--- src/hw/rtl/pwbc_pkg.sv ---
package pwbc_pkg;

    localparam int TIMER_MODULO = 50000;

    localparam int FUNC_W    = 2;
    localparam int CAPTURE_W = 16;
    localparam int WIDTH_W   = 24;
    localparam int LIMIT_W   = 24;
    localparam int TIMEOUT_W = 8;
    localparam int OVF_W     = 8;
    localparam int COUNT_W   = 16;
    localparam int CLASS_W   = 2;
    localparam int CFG_IDX_W = 3;
    localparam int CFG_DATA_W = 24;

    // Timer ticks added to the running overflow product per overflow.
    localparam logic [WIDTH_W-1:0] MODULO_TICKS = WIDTH_W'(TIMER_MODULO);
    localparam logic [OVF_W-1:0]   OVF_MAX      = {OVF_W{1'b1}};

    localparam logic [LIMIT_W-1:0]   B_LOW_RESET   = LIMIT_W'(250000);
    localparam logic [LIMIT_W-1:0]   B_HIGH_RESET  = LIMIT_W'(310000);
    localparam logic [LIMIT_W-1:0]   A_HIGH_RESET  = LIMIT_W'(350000);
    localparam logic [LIMIT_W-1:0]   C_HIGH_RESET  = LIMIT_W'(420000);
    localparam logic [TIMEOUT_W-1:0] TIMEOUT_RESET = TIMEOUT_W'(15);

    typedef enum logic [FUNC_W-1:0] {
        FUNC_OVERFLOW = 2'd0,
        FUNC_EDGE     = 2'd1,
        FUNC_TOGGLE   = 2'd2,
        FUNC_UNUSED   = 2'd3
    } func_t;

    typedef enum logic [CLASS_W-1:0] {
        CLASS_A    = 2'd0,
        CLASS_B    = 2'd1,
        CLASS_C    = 2'd2,
        CLASS_NONE = 2'd3
    } class_t;

    typedef enum logic [CFG_IDX_W-1:0] {
        REG_B_LOW   = 3'd0,
        REG_B_HIGH  = 3'd1,
        REG_A_HIGH  = 3'd2,
        REG_C_HIGH  = 3'd3,
        REG_TIMEOUT = 3'd4
    } reg_idx_t;

    typedef struct packed {
        logic [LIMIT_W-1:0]   b_low;
        logic [LIMIT_W-1:0]   b_high;
        logic [LIMIT_W-1:0]   a_high;
        logic [LIMIT_W-1:0]   c_high;
        logic [TIMEOUT_W-1:0] timeout;
    } cfg_t;

    typedef struct packed {
        logic               running;
        logic               alarm;
        logic               class_valid;
        logic [CLASS_W-1:0] bottle_class;
        logic [WIDTH_W-1:0] pulse_width;
        logic [COUNT_W-1:0] count_a;
        logic [COUNT_W-1:0] count_b;
        logic [COUNT_W-1:0] count_c;
        logic [COUNT_W-1:0] count_none;
    } result_t;

endpackage

--- src/hw/rtl/pwbc_cfg.sv ---
module pwbc_cfg (
    input  logic                              clk,
    input  logic                              rst_n,
    input  logic                              cfg_we,
    input  logic [pwbc_pkg::CFG_IDX_W-1:0]    cfg_index,
    input  logic [pwbc_pkg::CFG_DATA_W-1:0]   cfg_wdata,
    output pwbc_pkg::cfg_t                    cfg
);

    pwbc_pkg::cfg_t cfg_reg;
    pwbc_pkg::cfg_t cfg_next;

    always_comb
    begin
        cfg_next = cfg_reg;
        if (cfg_we)
        begin
            case (cfg_index)
                pwbc_pkg::REG_B_LOW:   cfg_next.b_low   = cfg_wdata;
                pwbc_pkg::REG_B_HIGH:  cfg_next.b_high  = cfg_wdata;
                pwbc_pkg::REG_A_HIGH:  cfg_next.a_high  = cfg_wdata;
                pwbc_pkg::REG_C_HIGH:  cfg_next.c_high  = cfg_wdata;
                pwbc_pkg::REG_TIMEOUT: cfg_next.timeout = cfg_wdata[pwbc_pkg::TIMEOUT_W-1:0];
                default:               cfg_next = cfg_reg;
            endcase
        end
    end

    always_ff @(posedge clk or negedge rst_n)
    begin
        if (!rst_n)
        begin
            cfg_reg.b_low   <= pwbc_pkg::B_LOW_RESET;
            cfg_reg.b_high  <= pwbc_pkg::B_HIGH_RESET;
            cfg_reg.a_high  <= pwbc_pkg::A_HIGH_RESET;
            cfg_reg.c_high  <= pwbc_pkg::C_HIGH_RESET;
            cfg_reg.timeout <= pwbc_pkg::TIMEOUT_RESET;
        end
        else
        begin
            cfg_reg <= cfg_next;
        end
    end

    assign cfg = cfg_reg;

endmodule

--- src/hw/rtl/pwbc_core.sv ---
module pwbc_core (
    input  logic                              clk,
    input  logic                              rst_n,
    input  logic                              step,
    input  logic [pwbc_pkg::FUNC_W-1:0]       func,
    input  logic [pwbc_pkg::CAPTURE_W-1:0]    capture_value,
    input  pwbc_pkg::cfg_t                    cfg,
    output pwbc_pkg::result_t                 res
);

    logic                               run_reg, run_next;
    logic                               phase_reg, phase_next;
    logic                               alarm_reg, alarm_next;
    logic [pwbc_pkg::OVF_W-1:0]         ovf_cnt_reg, ovf_cnt_next;
    logic [pwbc_pkg::WIDTH_W-1:0]       ovf_ticks_reg, ovf_ticks_next;
    logic [pwbc_pkg::CAPTURE_W-1:0]     first_reg, first_next;
    logic [pwbc_pkg::COUNT_W-1:0]       cnt_a_reg, cnt_a_next;
    logic [pwbc_pkg::COUNT_W-1:0]       cnt_b_reg, cnt_b_next;
    logic [pwbc_pkg::COUNT_W-1:0]       cnt_c_reg, cnt_c_next;
    logic [pwbc_pkg::COUNT_W-1:0]       cnt_none_reg, cnt_none_next;

    logic                               ovf_sat;
    logic [pwbc_pkg::OVF_W-1:0]         ovf_cnt_inc;
    logic [pwbc_pkg::WIDTH_W-1:0]       ovf_ticks_inc;
    logic [pwbc_pkg::WIDTH_W-1:0]       width_calc;
    pwbc_pkg::class_t                   width_class;
    logic                               done;

    // The overflow product is kept up to date tick by tick, so no multiplier
    // sits in the width path. It saturates together with the count.
    assign ovf_sat       = (ovf_cnt_reg == pwbc_pkg::OVF_MAX);
    assign ovf_cnt_inc   = ovf_sat ? ovf_cnt_reg : ovf_cnt_reg + 1'b1;
    assign ovf_ticks_inc = ovf_sat ? ovf_ticks_reg : ovf_ticks_reg + pwbc_pkg::MODULO_TICKS;

    // Width wraps at 24 bits, so a capture below the first one with no overflow between gives a large value.
    assign width_calc = ovf_ticks_reg
                      + {{(pwbc_pkg::WIDTH_W-pwbc_pkg::CAPTURE_W){1'b0}}, capture_value}
                      - {{(pwbc_pkg::WIDTH_W-pwbc_pkg::CAPTURE_W){1'b0}}, first_reg};

    always_comb
    begin
        if (width_calc > cfg.b_high && width_calc <= cfg.a_high)
            width_class = pwbc_pkg::CLASS_A;
        else if (width_calc >= cfg.b_low && width_calc <= cfg.b_high)
            width_class = pwbc_pkg::CLASS_B;
        else if (width_calc > cfg.a_high && width_calc <= cfg.c_high)
            width_class = pwbc_pkg::CLASS_C;
        else
            width_class = pwbc_pkg::CLASS_NONE;
    end

    always_comb
    begin
        run_next       = run_reg;
        phase_next     = phase_reg;
        alarm_next     = alarm_reg;
        ovf_cnt_next   = ovf_cnt_reg;
        ovf_ticks_next = ovf_ticks_reg;
        first_next     = first_reg;
        cnt_a_next     = cnt_a_reg;
        cnt_b_next     = cnt_b_reg;
        cnt_c_next     = cnt_c_reg;
        cnt_none_next  = cnt_none_reg;
        done           = 1'b0;
        if (step)
        begin
            case (pwbc_pkg::func_t'(func))
                pwbc_pkg::FUNC_OVERFLOW:
                begin
                    ovf_cnt_next   = ovf_cnt_inc;
                    ovf_ticks_next = ovf_ticks_inc;
                    if (run_reg)
                    begin
                        if (ovf_cnt_inc >= cfg.timeout)
                            run_next = 1'b0;
                        if (ovf_cnt_inc == pwbc_pkg::OVF_W'(1))
                            alarm_next = 1'b0;
                    end
                end
                pwbc_pkg::FUNC_EDGE:
                begin
                    if (run_reg)
                    begin
                        ovf_cnt_next   = '0;
                        ovf_ticks_next = '0;
                        phase_next     = !phase_reg;
                        if (!phase_reg)
                        begin
                            first_next = capture_value;
                        end
                        else
                        begin
                            done = 1'b1;
                            case (width_class)
                                pwbc_pkg::CLASS_A: cnt_a_next = cnt_a_reg + 1'b1;
                                pwbc_pkg::CLASS_B: cnt_b_next = cnt_b_reg + 1'b1;
                                pwbc_pkg::CLASS_C: cnt_c_next = cnt_c_reg + 1'b1;
                                default:
                                begin
                                    cnt_none_next = cnt_none_reg + 1'b1;
                                    alarm_next    = 1'b1;
                                end
                            endcase
                        end
                    end
                end
                pwbc_pkg::FUNC_TOGGLE:
                begin
                    run_next       = !run_reg;
                    ovf_cnt_next   = '0;
                    ovf_ticks_next = '0;
                end
                default:
                begin
                    run_next = run_reg;
                end
            endcase
        end
    end

    always_ff @(posedge clk or negedge rst_n)
    begin
        if (!rst_n)
        begin
            run_reg       <= 1'b0;
            phase_reg     <= 1'b0;
            alarm_reg     <= 1'b0;
            ovf_cnt_reg   <= '0;
            ovf_ticks_reg <= '0;
            first_reg     <= '0;
            cnt_a_reg     <= '0;
            cnt_b_reg     <= '0;
            cnt_c_reg     <= '0;
            cnt_none_reg  <= '0;
        end
        else
        begin
            run_reg       <= run_next;
            phase_reg     <= phase_next;
            alarm_reg     <= alarm_next;
            ovf_cnt_reg   <= ovf_cnt_next;
            ovf_ticks_reg <= ovf_ticks_next;
            first_reg     <= first_next;
            cnt_a_reg     <= cnt_a_next;
            cnt_b_reg     <= cnt_b_next;
            cnt_c_reg     <= cnt_c_next;
            cnt_none_reg  <= cnt_none_next;
        end
    end

    always_comb
    begin
        res.running      = run_next;
        res.alarm        = alarm_next;
        res.class_valid  = done;
        res.bottle_class = done ? width_class : pwbc_pkg::CLASS_W'(0);
        res.pulse_width  = done ? width_calc : '0;
        res.count_a      = cnt_a_next;
        res.count_b      = cnt_b_next;
        res.count_c      = cnt_c_next;
        res.count_none   = cnt_none_next;
    end

endmodule

--- src/hw/rtl/pulse_width_bin_classifier_unit.sv ---
// Pulse width bin classifier. Each request carries one event (overflow tick,
// capture edge or start/stop toggle) and yields exactly one result with the
// running and alarm status, the bin counters and, on the closing edge of a pair,
// the measured width and its bin. The block takes one request per clock cycle
// unless the result register is held by a stalled consumer. A request waits in
// the input register while the update logic computes the result that is written
// into the result register when the request leaves the input register.
// The event state is updated as each request leaves the input register, so
// back-to-back requests see each other's effects. When the result register is
// held by a stalled consumer the input register still takes one more request.
// Configuration writes take effect on the next cycle and must only be made
// while no request is in flight.
module pulse_width_bin_classifier_unit (
    input  logic                              clk,
    input  logic                              rst_n,
    input  logic                              in_valid,
    output logic                              in_ready,
    input  logic [pwbc_pkg::FUNC_W-1:0]       func,
    input  logic [pwbc_pkg::CAPTURE_W-1:0]    capture_value,
    output logic                              out_valid,
    input  logic                              out_ready,
    output logic                              running,
    output logic                              alarm,
    output logic                              class_valid,
    output logic [pwbc_pkg::CLASS_W-1:0]      bottle_class,
    output logic [pwbc_pkg::WIDTH_W-1:0]      pulse_width,
    output logic [pwbc_pkg::COUNT_W-1:0]      count_a,
    output logic [pwbc_pkg::COUNT_W-1:0]      count_b,
    output logic [pwbc_pkg::COUNT_W-1:0]      count_c,
    output logic [pwbc_pkg::COUNT_W-1:0]      count_none,
    input  logic                              cfg_we,
    input  logic [pwbc_pkg::CFG_IDX_W-1:0]    cfg_index,
    input  logic [pwbc_pkg::CFG_DATA_W-1:0]   cfg_wdata
);

    logic                              in_valid_reg;
    logic [pwbc_pkg::FUNC_W-1:0]       func_reg;
    logic [pwbc_pkg::CAPTURE_W-1:0]    capture_reg;
    logic                              out_valid_reg;
    pwbc_pkg::result_t                 out_reg;
    pwbc_pkg::result_t                 res;
    pwbc_pkg::cfg_t                    cfg;
    logic                              advance;
    logic                              step;

    // The result register can take a new result when it is empty or being drained.
    assign advance  = !out_valid_reg || out_ready;
    assign step     = in_valid_reg && advance;
    assign in_ready = !in_valid_reg || advance;

    pwbc_cfg u_cfg (
        .clk       (clk),
        .rst_n     (rst_n),
        .cfg_we    (cfg_we),
        .cfg_index (cfg_index),
        .cfg_wdata (cfg_wdata),
        .cfg       (cfg)
    );

    pwbc_core u_core (
        .clk           (clk),
        .rst_n         (rst_n),
        .step          (step),
        .func          (func_reg),
        .capture_value (capture_reg),
        .cfg           (cfg),
        .res           (res)
    );

    always_ff @(posedge clk or negedge rst_n)
    begin
        if (!rst_n)
        begin
            in_valid_reg  <= 1'b0;
            out_valid_reg <= 1'b0;
        end
        else
        begin
            if (in_ready)
                in_valid_reg <= in_valid;
            if (advance)
                out_valid_reg <= in_valid_reg;
        end
    end

    always_ff @(posedge clk)
    begin
        if (in_valid && in_ready)
        begin
            func_reg    <= func;
            capture_reg <= capture_value;
        end
        if (step)
            out_reg <= res;
    end

    assign out_valid    = out_valid_reg;
    assign running      = out_reg.running;
    assign alarm        = out_reg.alarm;
    assign class_valid  = out_reg.class_valid;
    assign bottle_class = out_reg.bottle_class;
    assign pulse_width  = out_reg.pulse_width;
    assign count_a      = out_reg.count_a;
    assign count_b      = out_reg.count_b;
    assign count_c      = out_reg.count_c;
    assign count_none   = out_reg.count_none;

endmodule

--- config.mk ---
export PLATFORM = sky130hd
export DESIGN_NAME = pulse_width_bin_classifier_unit
export DESIGN_NICKNAME = d
export VERILOG_FILES = /design/src/hw/rtl/pwbc_pkg.sv /design/src/hw/rtl/pwbc_cfg.sv /design/src/hw/rtl/pwbc_core.sv /design/src/hw/rtl/pulse_width_bin_classifier_unit.sv
export SDC_FILE = /design/constraint.sdc
export NUM_CORES = 1
export LEC_CHECK = 0
export BUFFER_PORTS_ARGS = -buffer_cell sky130_fd_sc_hd__clkbuf_2
export CAP_MARGIN = 20
export CORE_ASPECT_RATIO = 1.2
export CORE_MARGIN = 2
export CORE_UTILIZATION = 45
export CTS_CLUSTER_SIZE = 16
export DETAILED_ROUTE_END_ITERATION = 7
export GPL_TIMING_DRIVEN = 0
export SYNTH_ARGS = -nofsm -noshare
export SYNTH_HDL_FRONTEND = slang
export SYNTH_HIERARCHICAL = 1
export SYNTH_SLANG_ARGS = --single-unit
--- constraint.sdc ---
create_clock -name clk -period 10.88 [get_ports clk]
set_input_delay 2.176 -clock clk [delete_from_list [all_inputs] [get_ports clk]]
set_output_delay 2.176 -clock clk [all_outputs]
set_load 0.1 [all_outputs]
# Word level (Yosys, flattened, before mapping)
# Cells that the tools add are included.
# totals
inputBits	50
word_cells	125
reg_bits	332
# op_classes
n_mux	44
magnitude_cmp	7
add_sub_neg	8
n_reduce_logical	25
bitwise	1
n_eq_ne	12
# ops
cell	count
two-way mux 16 bit	20
<= comparator 24 bit	3
one-hot mux 24 bit (3 select lines)	1
adder 16 x 1 -> 16 bit, second input constant	4
> comparator 24 bit	2
two-way mux 24 bit	2
adder 24 x 16 -> 24 bit	1
adder 24 x 16 -> 24 bit, second input constant	1
>= comparator 24 bit	1
one-hot mux 8 bit (3 select lines)	1
subtractor 24 x 16 -> 24 bit	1
two-way mux 8 bit	2
two-way mux 1 bit	14
AND reduction 2 bit	5
adder 8 x 1 -> 8 bit, second input constant	1
== test 8 x 1 -> 1 bit, second input constant	1
== test 8 bit, second input constant	1
>= comparator 8 bit	1
AND reduction 4 bit	2
== test 3 x 2 -> 1 bit, second input constant	2
AND reduction 3 bit	2
logical AND 1 bit	5
== test 2 x 1 -> 1 bit, second input constant	2
== test 2 bit, second input constant	2
other kinds (13)	20

# Depth between registers and ports, before layout
# Gate-level depths: netlist (run 1).
# logic_depth
word_depth	14
ltp_mapped	22
ltp_nobuf	21

# Cells and area by module
# The synthesis (run 1) kept the hierarchy.
# by_module_without_submodules
mod	cells_each	instances	area_per_inst_um2	seq_area_each_um2
pwbc_core	1107	1	9735.6	2777.7
pwbc_cfg	224	1	3990.1	2648.8
pulse_width_bin_classifier_unit	119	1	3437.0	3383.2

# Worst setup path after synthesis (run 1)
# No wires, ideal clock.
# synth_path
kind	input-to-reg
start	in out_ready
end	reg out_reg (netlist bit count_b[13]), data pin
t_required_ns	10.617
cell_stages	9
slack_ns	4.320
arrival_time_ns	6.297
n_path_buf	1
setup_time_ns	0.263
path_cell_list	nand2b_1 > and2_1 > clkbuf_1 > nand4_1 > inv_1 > nand4_1 > nor3_1 > nand3_1 > xnor2_1
# synth_rtl
element	line	text
start: declaration	pulse_width_bin_classifier_unit.sv:21	input logic out_ready,
end signal: assignment	pulse_width_bin_classifier_unit.sv:94	out_reg <= res;
end: declaration	pulse_width_bin_classifier_unit.sv:40	pwbc_pkg::result_t out_reg;

==> out/results.txt, run 1 <==
Result of the run - finished clean
Antenna violations before repair - 0
Post-synthesis area per instance - 11.8 um^2
Hold buffer count at CTS - 0
GP Congestion - 0.806
Clock root buffer - clkbuf_16
Via density - 5.29
DRC Markers - 0
Period utilization - 61.9%
Count leader, synth - dfrtp_1
Pwr dens - 328 nW/um^2
Post-synth EDFFs - 111
# IOs - 145
Crit Path Category - reg2reg
Post-CTS setup buffers - 0
Rel. slew slack - 21.2%
Initial DRC count - 508
Hold Vio Cnt, Final - 0
Synth warnings - 6
Worst Max-Slew Pin Slew - 1.18 ns
Worst-Skew Late Latency - 0.53 ns
Post-Route WL - 37.2 mm
Critical Path End Type - register
Area grow syn2layout - 14.9%
# clock sinks - 328
FF+latch count, synth - 328
Syn Nets - 1,659
DR WL/cell - 17.3 um
Final Max Tran Viols - 0
Total CTS buffers - 36
Setup Skew - 0.0131 ns
CTS tree - built
Via count - 11,300
Total number of H-tree levels - 2
Main synth FF type - dfrtp_1
Fraction of layout cells with a size suffix above 1 - 23.6%
List of most frequent post-synthesis cells - 180 x dfrtp_1, 165 x inv_1, 146 x ha_1
Largest register FFs - 104
Layout fillers - 3,360
Synth area leader - dfrtp_1
Post-synth top area share - 26.2%
Setup TNS - 0 ns
Worst endpoint required time - 11.16 ns
Initial core utilization - 45.6%
Die area - 39,700 um^2
Crit path DAT - 7.02 ns
Tmin final - 6.74 ns
Die extent in x - 182 um
CP max FO - 8
Final setup fails - 0
# diodes - 0
Vias in the first global route - 11,200
Startpoint types - register
RSZ-0062 raised after global routing - no
Maximum vdd drop - 0.000166 V
# resized after CTS - 0
# rows - 78
Total global routing overflow - 0
Largest net degree at the start of global routing - 90
GR Util All Layers - 19.0%
TritonRoute pass-1 iters - 6
Hpwl dp - 27.7 mm
Fin Hold WS - 0.454 ns
Layout Nets - 1,844
IO Port Bufs - 144
Post-DRT Antenna Nets - 0
First-pass GRT wire length - 59.6 mm
P_leak - 0.00935 uW
Area taken by flip-flops and latches - 8810 um^2
Post-Syn Area - 17,200 um^2
Min-Delay Path Class - reg2reg
Max clock buf depth - 3
Total core area - 37,700 um^2
Max Clk Rate - 148 MHz
R2R Setup Slk - 4.14 ns
Cells after Synth - 1,450
Multi-input gate area - 7520 um^2
Sequential share of the synthesized area - 51.3%
Async set-reset flop share out of synthesis - 66.2%
Synth cell types - 74
Max_cap viols - 0
Dominant cells by area after synthesis - dfrtp_1 26%, edfxtp_1 19%, ha_1 11%
Die Height - 218 um
Clk slew on worst S/H paths - 0.06 ns
[per-stage QoR]
stage	util, %	setup slack [ns]	cells	instance area, um^2	total power [uW]
3_5_place_dp	49.3	4.00	2077	18600	5280
5_1_grt	52.3	3.71	2143	19700	7030
6_report	52.3	4.14	2143	19700	6460
3_3_place_gp	49.1	2.00	2074	18500	5170
2_1_floorplan	-	4.32	1450	17200	4310
4_1_cts	52.3	3.95	2143	19700	6510
[layout make-up]
| cell class | count | share of cell area (%) |
|---|---|---|
| clock inverter | 16 | 0.685 |
| multi-input combinational | 923 | 38.1 |
| clock buffer | 50 | 5.15 |
| buffer | 34 | 1.12 |
| sequential | 328 | 44.7 |
| inverter | 165 | 3.14 |
| timing repair buffer | 147 | 4.08 |
| tap | 480 | 3.05 |
[layout by cell type, fill, tap and decap left out, drive strengths merged, types with 22 or more instances in the layout]
cell,synthesis,routed
buf,19,22
nand2,79,79
nand3,49,49
nand4,36,36
dfstp,37,37
dfrtp,180,180
xor2,39,39
ha,146,146
o21ai,67,67
xnor2,44,44
and3,25,25
a21oi,56,56
inv,165,167
clkbuf,15,209
nor2,44,44
mux2,118,118
nor3,30,30
edfxtp,111,111
and2,31,31
[worst max-delay path, stage by stage (launching register included)]
cell and delay, ns:
dfrtp_1 0.36, inv_1 0.10, fa_1 0.51, inv_1 0.05, ha_1 0.36, and4_1 0.27
a21boi_0 0.17, a21boi_0 0.30, o211ai_1 0.19, a221oi_1 0.49, o21ai_0 0.20, xor2_1 0.51
ha_1 0.26, nand4_1 0.20, nor4_1 0.66, and3_2 0.35, o31ai_1 0.12, a22oi_4 0.40
o21ai_2 0.20, nor2_1 0.39, mux2_2 0.40
[logic make-up (layout without fill, tap and decap cells)]
| family | Yosys count | after routing | share of synthesized area, % |
|---|---|---|---|
| simple gates | 347 | 347 | 11.2 |
| flops | 328 | 328 | 51.3 |
| compound gates | 210 | 210 | 8.04 |
| buf+inv | 199 | 412 | 4.89 |
| fa+ha+maj | 159 | 159 | 12.2 |
| mux | 124 | 124 | 8.11 |
| xor+xnor | 83 | 83 | 4.24 |
[power breakdown]
part | internal, uW | switching, uW | total (uW) | leakage [uW]
registers | 1490 | 110 | 1600 | 0.00382
clock network | 701 | 494 | 1190 | 0.000558
logic | 1400 | 2270 | 3670 | 0.00497
[metal layers]
| layer | vias up | GRT usage, % | routed length, um |
|---|---|---|---|
| met5 | - | 0 | 0 |
| met4 | 0 | 6.16 | 1040 |
| met3 | 66 | 2.61 | 1370 |
| met2 | 236 | 33.4 | 18400 |
| met1 | 5536 | 24.4 | 16400 |
| li1 | 5499 | - | - |
[final timing paths]
kind / to / depth (start not counted) / startpoint
max in group asynchronous: u_cfg/cfg[2] / 3 / rst_n
max: count_none[1] / 20 / u_core/ovf_ticks_reg[8]
min in group asynchronous: u_core/cnt_b_reg[12] / 1 / rst_n
min: u_core/cnt_c_reg[15] / 1 / u_core/cnt_c_reg[15]
min reg2reg: u_core/cnt_c_reg[15] / 1 / u_core/cnt_c_reg[15]
max reg2reg: count_none[1] / 20 / u_core/ovf_ticks_reg[8]
No activity file was read; power rests on OpenSTA's default activity.
==> run 2: changes to the inputs <==
==> constraint.sdc (replaced) <==
create_clock -name clk -period 6.35 [get_ports clk]
set_input_delay 1.27 -clock clk [delete_from_list [all_inputs] [get_ports clk]]
set_output_delay 1.27 -clock clk [all_outputs]
set_load 0.1 [all_outputs]
==> out/results.txt, run 2 (synthesized netlist as in run 1, its figures left out) <==
Via count - 11,300 (+0.062%)
Setup Skew - 0.0126 ns (-0.000489 ns)
Hold buffer count at CTS - 0 (unchanged)
Max clock buf depth - 3 (unchanged)
First-pass GRT wire length - 59.7 mm (+0.17%)
Startpoint types - register
Vias in the first global route - 11,200 (+0.20%)
Result of the run - finished clean
Die extent in x - 182 um (unchanged)
Worst Max-Slew Pin Slew - 0.929 ns (-0.253 ns)
Tmin final - 6.02 ns (-0.718 ns)
Clock root buffer - clkbuf_16
Antenna violations before repair - 0 (unchanged)
Total number of H-tree levels - 2 (unchanged)
CP max FO - 9 (+1)
Final Cell Area - 19,900 um^2 (+1.0%)
CTS tree - built
Largest register FFs - 104 (unchanged)
Total core area - 37,700 um^2 (unchanged)
Most frequent cells in the layout - 180 x dfrtp_1, 165 x inv_1, 146 x ha_1
Crit path DAT - 6.29 ns (-0.73 ns)
Hold path start - u_core/cnt_c_reg[15]
# diodes - 0 (unchanged)
Rel. slew slack - 37.9% (+17 points)
Die Height - 218 um (unchanged)
Fin Hold WS - 0.454 ns (unchanged)
Largest net degree at the start of global routing - 90 (unchanged)
Post-Route WL - 37.3 mm (+0.34%)
Layout fillers - 3,346 (-0.42%)
Max Clk Rate - 166 MHz (+12%)
GP Congestion - 0.806 (unchanged)
Cells on Worst Hold Path - 1 (unchanged)
# IOs - 145 (unchanged)
Most common cell after layout, fill and taps aside - dfrtp_1
Period utilization - 94.8% (+33 points)
TritonRoute pass-1 iters - 4 (-2)
Min-Delay Path Class - reg2reg
Critical Path End Type - register
Total CTS buffers - 36 (unchanged)
Max_cap viols - 0 (unchanged)
Area taken by flip-flops and latches - 8810 um^2 (unchanged)
Maximum vdd drop - 0.000283 V (+71%)
Clk slew on worst S/H paths - 0.06 ns (about the same)
Via density - 5.27 (-0.45%)
GR Util All Layers - 19.1% (+0.033 points)
FF-to-FF path depth - 20 (unchanged)
Worst endpoint required time - 6.62 ns (-4.54 ns)
Post-DRT Antenna Nets - 0 (unchanged)
CP startpoint - u_core/ovf_ticks_reg[8]
Placed instance area - 18,600 um^2 (unchanged)
P_leak - 0.00946 uW (+1.2%)
IO Port Bufs - 144 (unchanged)
Layout Nets - 1,855 (+0.60%)
DRC Markers - 0 (unchanged)
Worst-Skew Late Latency - 0.53 ns (about the same)
Total global routing overflow - 0 (unchanged)
Die area - 39,700 um^2 (unchanged)
Reg2reg start - u_core/ovf_ticks_reg[8]
Multi-input gate area - 7630 um^2 (+1.6%)
Finished Core Util - 52.9% (+0.53 points)
Hpwl dp - 27.7 mm (unchanged)
RSZ-0062 raised after global routing - no
Initial core utilization - 45.6% (unchanged)
# clock sinks - 328 (unchanged)
Area grow syn2layout - 16.1%
Fraction of layout cells with a size suffix above 1 - 24.9% (+1.3 points)
Initial DRC count - 502 (-1.2%)
Final Max Tran Viols - 0 (unchanged)
Crit Path Category - reg2reg
Hold Vio Cnt, Final - 0 (unchanged)
DR WL/cell - 17.3 um (-0.18%)
# rows - 78 (unchanged)
Pwr dens - 574 nW/um^2 (+75%)
Setup TNS - 0 ns (unchanged)
Final setup fails - 0 (unchanged)
## run 2: cell count changes in the layout (fill, tap and decap cells not counted), sizes merged
| cell | previous run | this run |
|---|---|---|
| buf | 22 | 33 |
## run 2: worst max-delay path, cell delays in order (launching register included)
cell and delay (ns):
dfrtp_1 0.36, inv_1 0.10, fa_1 0.51, inv_1 0.05, ha_1 0.36, and4_1 0.30
a21boi_2 0.20, a21boi_1 0.21, o211ai_1 0.19, a221oi_2 0.40, o21ai_1 0.17, xor2_2 0.32
ha_1 0.29, nand4_1 0.25, nor2_1 0.10, a221o_1 0.33, nor3_2 0.32, a22oi_4 0.19
buf_4 0.19, nor3_2 0.49, mux2_2 0.42
## run 2: layout make-up
type / instances / share of cell area, %
plain buffers: 34 / 1.11
clock buffers: 50 / 5.09
clock inverters: 16 / 0.678
inverters: 165 / 3.11
multi-input cells: 923 / 38.3
flip-flops and latches: 328 / 44.2
well taps: 480 / 3.01
repair buffers: 158 / 4.45
## run 2: final timing paths
check,to,slack [ns]
max,count_b[1],0.33
min,u_core/cnt_c_reg[15],0.45
max reg2reg,count_b[1],0.33
min reg2reg,u_core/cnt_c_reg[15],0.45
max in group asynchronous,u_cfg/cfg[2],4.44
min in group asynchronous,u_core/cnt_b_reg[12],0.66
## run 2: through the flow
stage | total power (uW) | setup WS (ns) | cells
floorplan | 7380 | 0.696 | 1450
global placement | 8860 | -1.62 | 2074
detailed placement | 9040 | -0.530 | 2077
CTS | 11300 | 0.00142 | 2146
global route | 12400 | 0.0191 | 2154
finish | 11400 | 0.330 | 2154
## run 2: power by group
group	switching, uW	total, uW	leakage, uW	internal [uW]
combinational	4070	6650	0.00509	2580
clock	847	2050	0.000558	1200
sequential	189	2740	0.00382	2550
total	5100	11400	0.00946	6330
## run 2: timing repair
item	4_1_cts	5_1_grt
setup endpoints to repair	130	113
resized for setup	11	13
setup buffers	3	8
pin swaps	3	8
## run 2: per-layer routing
metal,vias up,track usage [%],part of all wire [%]
li1,5522,-,-
met1,5539,24.4,44
met2,223,33.6,50
met3,60,2.61,3.4
met4,0,5.97,2.6
met5,-,0,0
==> run 3: changes to the inputs <==
--- a/config.mk
+++ b/config.mk
@@ -8,7 +8,7 @@
 export BUFFER_PORTS_ARGS = -buffer_cell sky130_fd_sc_hd__clkbuf_2
 export CAP_MARGIN = 20
 export CORE_ASPECT_RATIO = 1.2
-export CORE_MARGIN = 2
+export CORE_MARGIN = 3
 export CORE_UTILIZATION = 45
 export CTS_CLUSTER_SIZE = 16
 export DETAILED_ROUTE_END_ITERATION = 7
==> out/results.txt, run 3 (synthesized netlist as in run 1, its figures left out) <==
Most frequent cells in the layout - 180 x dfrtp_1, 165 x inv_1, 146 x ha_1
Clock root buffer - clkbuf_16
Global Route met1 Usage - 23.7% (-0.69 points)
Fraction of layout cells with a size suffix above 1 - 24.7% (-0.15 points)
Maximum vdd drop - 0.000272 V (-3.8%)
Die extent in x - 184 um (+1.1%)
Slowest cell on crit path - fa_1
Largest net degree at the start of global routing - 105 (+17%)
Area grow syn2layout - 16.5%
Crit Path Category - reg2reg
Layout fillers - 3,270 (-2.3%)
P_leak - 0.00950 uW (+0.44%)
Final Cell Area - 20,000 um^2 (+0.36%)
R2R Setup Slk - 0.42 ns (+0.09 ns)
Vias in the first global route - 11,400 (+1.5%)
Max clock buf depth - 3 (unchanged)
Die Height - 220 um (+0.92%)
Max_cap viols - 0 (unchanged)
TritonRoute pass-1 iters - 4 (unchanged)
Layout Nets - 1,853 (-0.11%)
Crit path max-delay family - compound AO/OA/AOI/OAI gates
Total number of H-tree levels - 2 (unchanged)
Total global routing overflow - 0 (unchanged)
# IOs - 145 (unchanged)
Startpoint types - register
Antenna violations before repair - 0 (unchanged)
Total core area - 37,300 um^2 (-1.0%)
Initial core utilization - 46.0% (+0.47 points)
# clock sinks - 328 (unchanged)
Total CTS buffers - 37 (+2.8%)
GR Layer Usage met3 - 3.22% (+0.61 points)
GRT busiest layer - met2
Initial DRC count - 509 (+1.4%)
Via density - 5.29 (+0.38%)
First-pass GRT wire length - 59.5 mm (-0.39%)
Result of the run - finished clean
Buffers & Inverters on Critical Path - 3 (unchanged)
RSZ-0062 raised after global routing - no
GR Util All Layers - 18.5% (-0.60 points)
Crit path DAT - 6.27 ns (-0.02 ns)
Slowest cell delay on critical path - 0.51 ns (about the same)
DR WL/cell - 17.3 um (about the same)
Pwr dens - 575 nW/um^2 (+0.18%)
Max Clk Rate - 169 MHz (+1.5%)
IO Port Bufs - 144 (unchanged)
DRC Markers - 0 (unchanged)
Clk slew on worst S/H paths - 0.06 ns (about the same)
Hold Vio Cnt, Final - 0 (unchanged)
Tmin final - 5.93 ns (-0.0911 ns)
Worst-Skew Late Latency - 0.53 ns (about the same)
Largest register FFs - 104 (unchanged)
Min-Delay Path Class - reg2reg
Most common cell after layout, fill and taps aside - dfrtp_1
# rows - 77 (-1.3%)
CP max FO - 10 (+1)
CTS tree - built
Post-DRT Antenna Nets - 0 (unchanged)
# diodes - 0 (unchanged)
Critical Path End Type - register
Final Max Tran Viols - 0 (unchanged)
Hpwl dp - 27.5 mm (-0.76%)
Die area - 40,500 um^2 (+2.0%)
Post-Route WL - 37.1 mm (-0.46%)
Worst Max-Slew Pin Slew - 0.908 ns (-0.0207 ns)
Final setup fails - 0 (unchanged)
Placed instance area - 18,600 um^2 (unchanged)
Worst endpoint required time - 6.70 ns (+0.08 ns)
Setup Skew - 0.0143 ns (+0.00168 ns)
Via count - 11,300 (+0.0088%)
GP Congestion - 0.817 (+1.4%)
GR Layer Usage met2 - 32.1% (-1.6 points)
Crit-path cells - inv_1 -> fa_1 -> inv_1 -> ha_1 -> and4_1 -> a21boi_1 -> a21boi_1 -> o211ai_1 -> a221oi_2 -> o21ai_0 -> xor2_2 -> ha_1 -> nand4_1 -> nor4_4 -> and3_2 -> o31ai_1 -> a22oi_4 -> mux2_4 -> buf_6 -> nor3_1 -> xor2_1
Setup TNS - 0 ns (unchanged)
Period utilization - 93.4% (-1.4 points)
Rel. slew slack - 39.3% (+1.4 points)
## run 3: cell types whose count changed in the layout (fill, tap and decap cells not counted), sizes merged
cell	previous run	this run
clkbuf	209	206
buf	33	30
clkinv	10	12
bufinv	2	6
inv	167	165
## run 3: timing repair
action / in CTS / in global routing
gates cloned: 0 / 0
hold endpoints to repair: 0 / 0
setup endpoints to repair: 129 / 129
buffers inserted: 4 / 4
pin swaps: 2 / 5
resized for setup: 7 / 13
hold buffers: 0 / 0
## run 3: final timing paths
kind | depth (start not counted) | end | from
min reg2reg | 1 | u_core/cnt_c_reg[15] | u_core/cnt_c_reg[15]
max reg2reg | 21 | count_none[8] | u_core/ovf_ticks_reg[10]
max in group asynchronous | 3 | u_cfg/cfg[2] | rst_n
max | 21 | count_none[8] | u_core/ovf_ticks_reg[10]
min in group asynchronous | 1 | u_core/cnt_b_reg[12] | rst_n
min | 1 | u_core/cnt_c_reg[15] | u_core/cnt_c_reg[15]
## run 3: cell type report
cell class                      instances  area (um^2)  share of cell area, %
Timing Repair Buffer                  155          872                   4.36
Sequential cell                       328         8810                   44.1
Inverter                              165          619                   3.10
Clock buffer                           47         1000                   5.03
Clock inverter                         20          256                   1.28
Buffer                                 34          220                   1.10
Tap cell                              474          593                   2.97
Multi-Input combinational cell        923         7620                   38.1
## run 3: through the flow
step           hold WS, ns  utilization, %  total power (uW)  worst slack (ns)  std cells
2_1_floorplan        0.432               -              7380             0.696       1450
3_3_place_gp         0.448            49.6              8840             -1.71       2068
3_5_place_dp         0.457            49.8              9030            -0.574       2071
4_1_cts              0.468            53.4             11400           -0.0642       2142
5_1_grt              0.481            53.6             12500           0.00289       2146
6_report             0.461            53.6             11500             0.421       2146
## run 3: metal layers
layer  part of all wire, %  vias to the layer above
met1                    44                     5549
li1                      -                     5506
met4                   2.3                        0
met2                    49                      233
met3                   4.0                       57
met5                     0                        -
## run 3: worst reg2reg max path: stages, from the launching register on
cell and delay (ns):
dfrtp_1 0.42, inv_1 0.10, fa_1 0.51, inv_1 0.04, ha_1 0.35, and4_1 0.24
a21boi_1 0.17, a21boi_1 0.22, o211ai_1 0.18, a221oi_2 0.39, o21ai_0 0.22, xor2_2 0.25
ha_1 0.35, nand4_1 0.28, nor4_4 0.33, and3_2 0.30, o31ai_1 0.12, a22oi_4 0.26
mux2_4 0.39, buf_6 0.16, nor3_1 0.23, xor2_1 0.25
## run 3: where the power goes
group | internal [uW] | switching (uW)
combinational | 2530 | 4010
clock | 1360 | 859
sequential | 2550 | 188
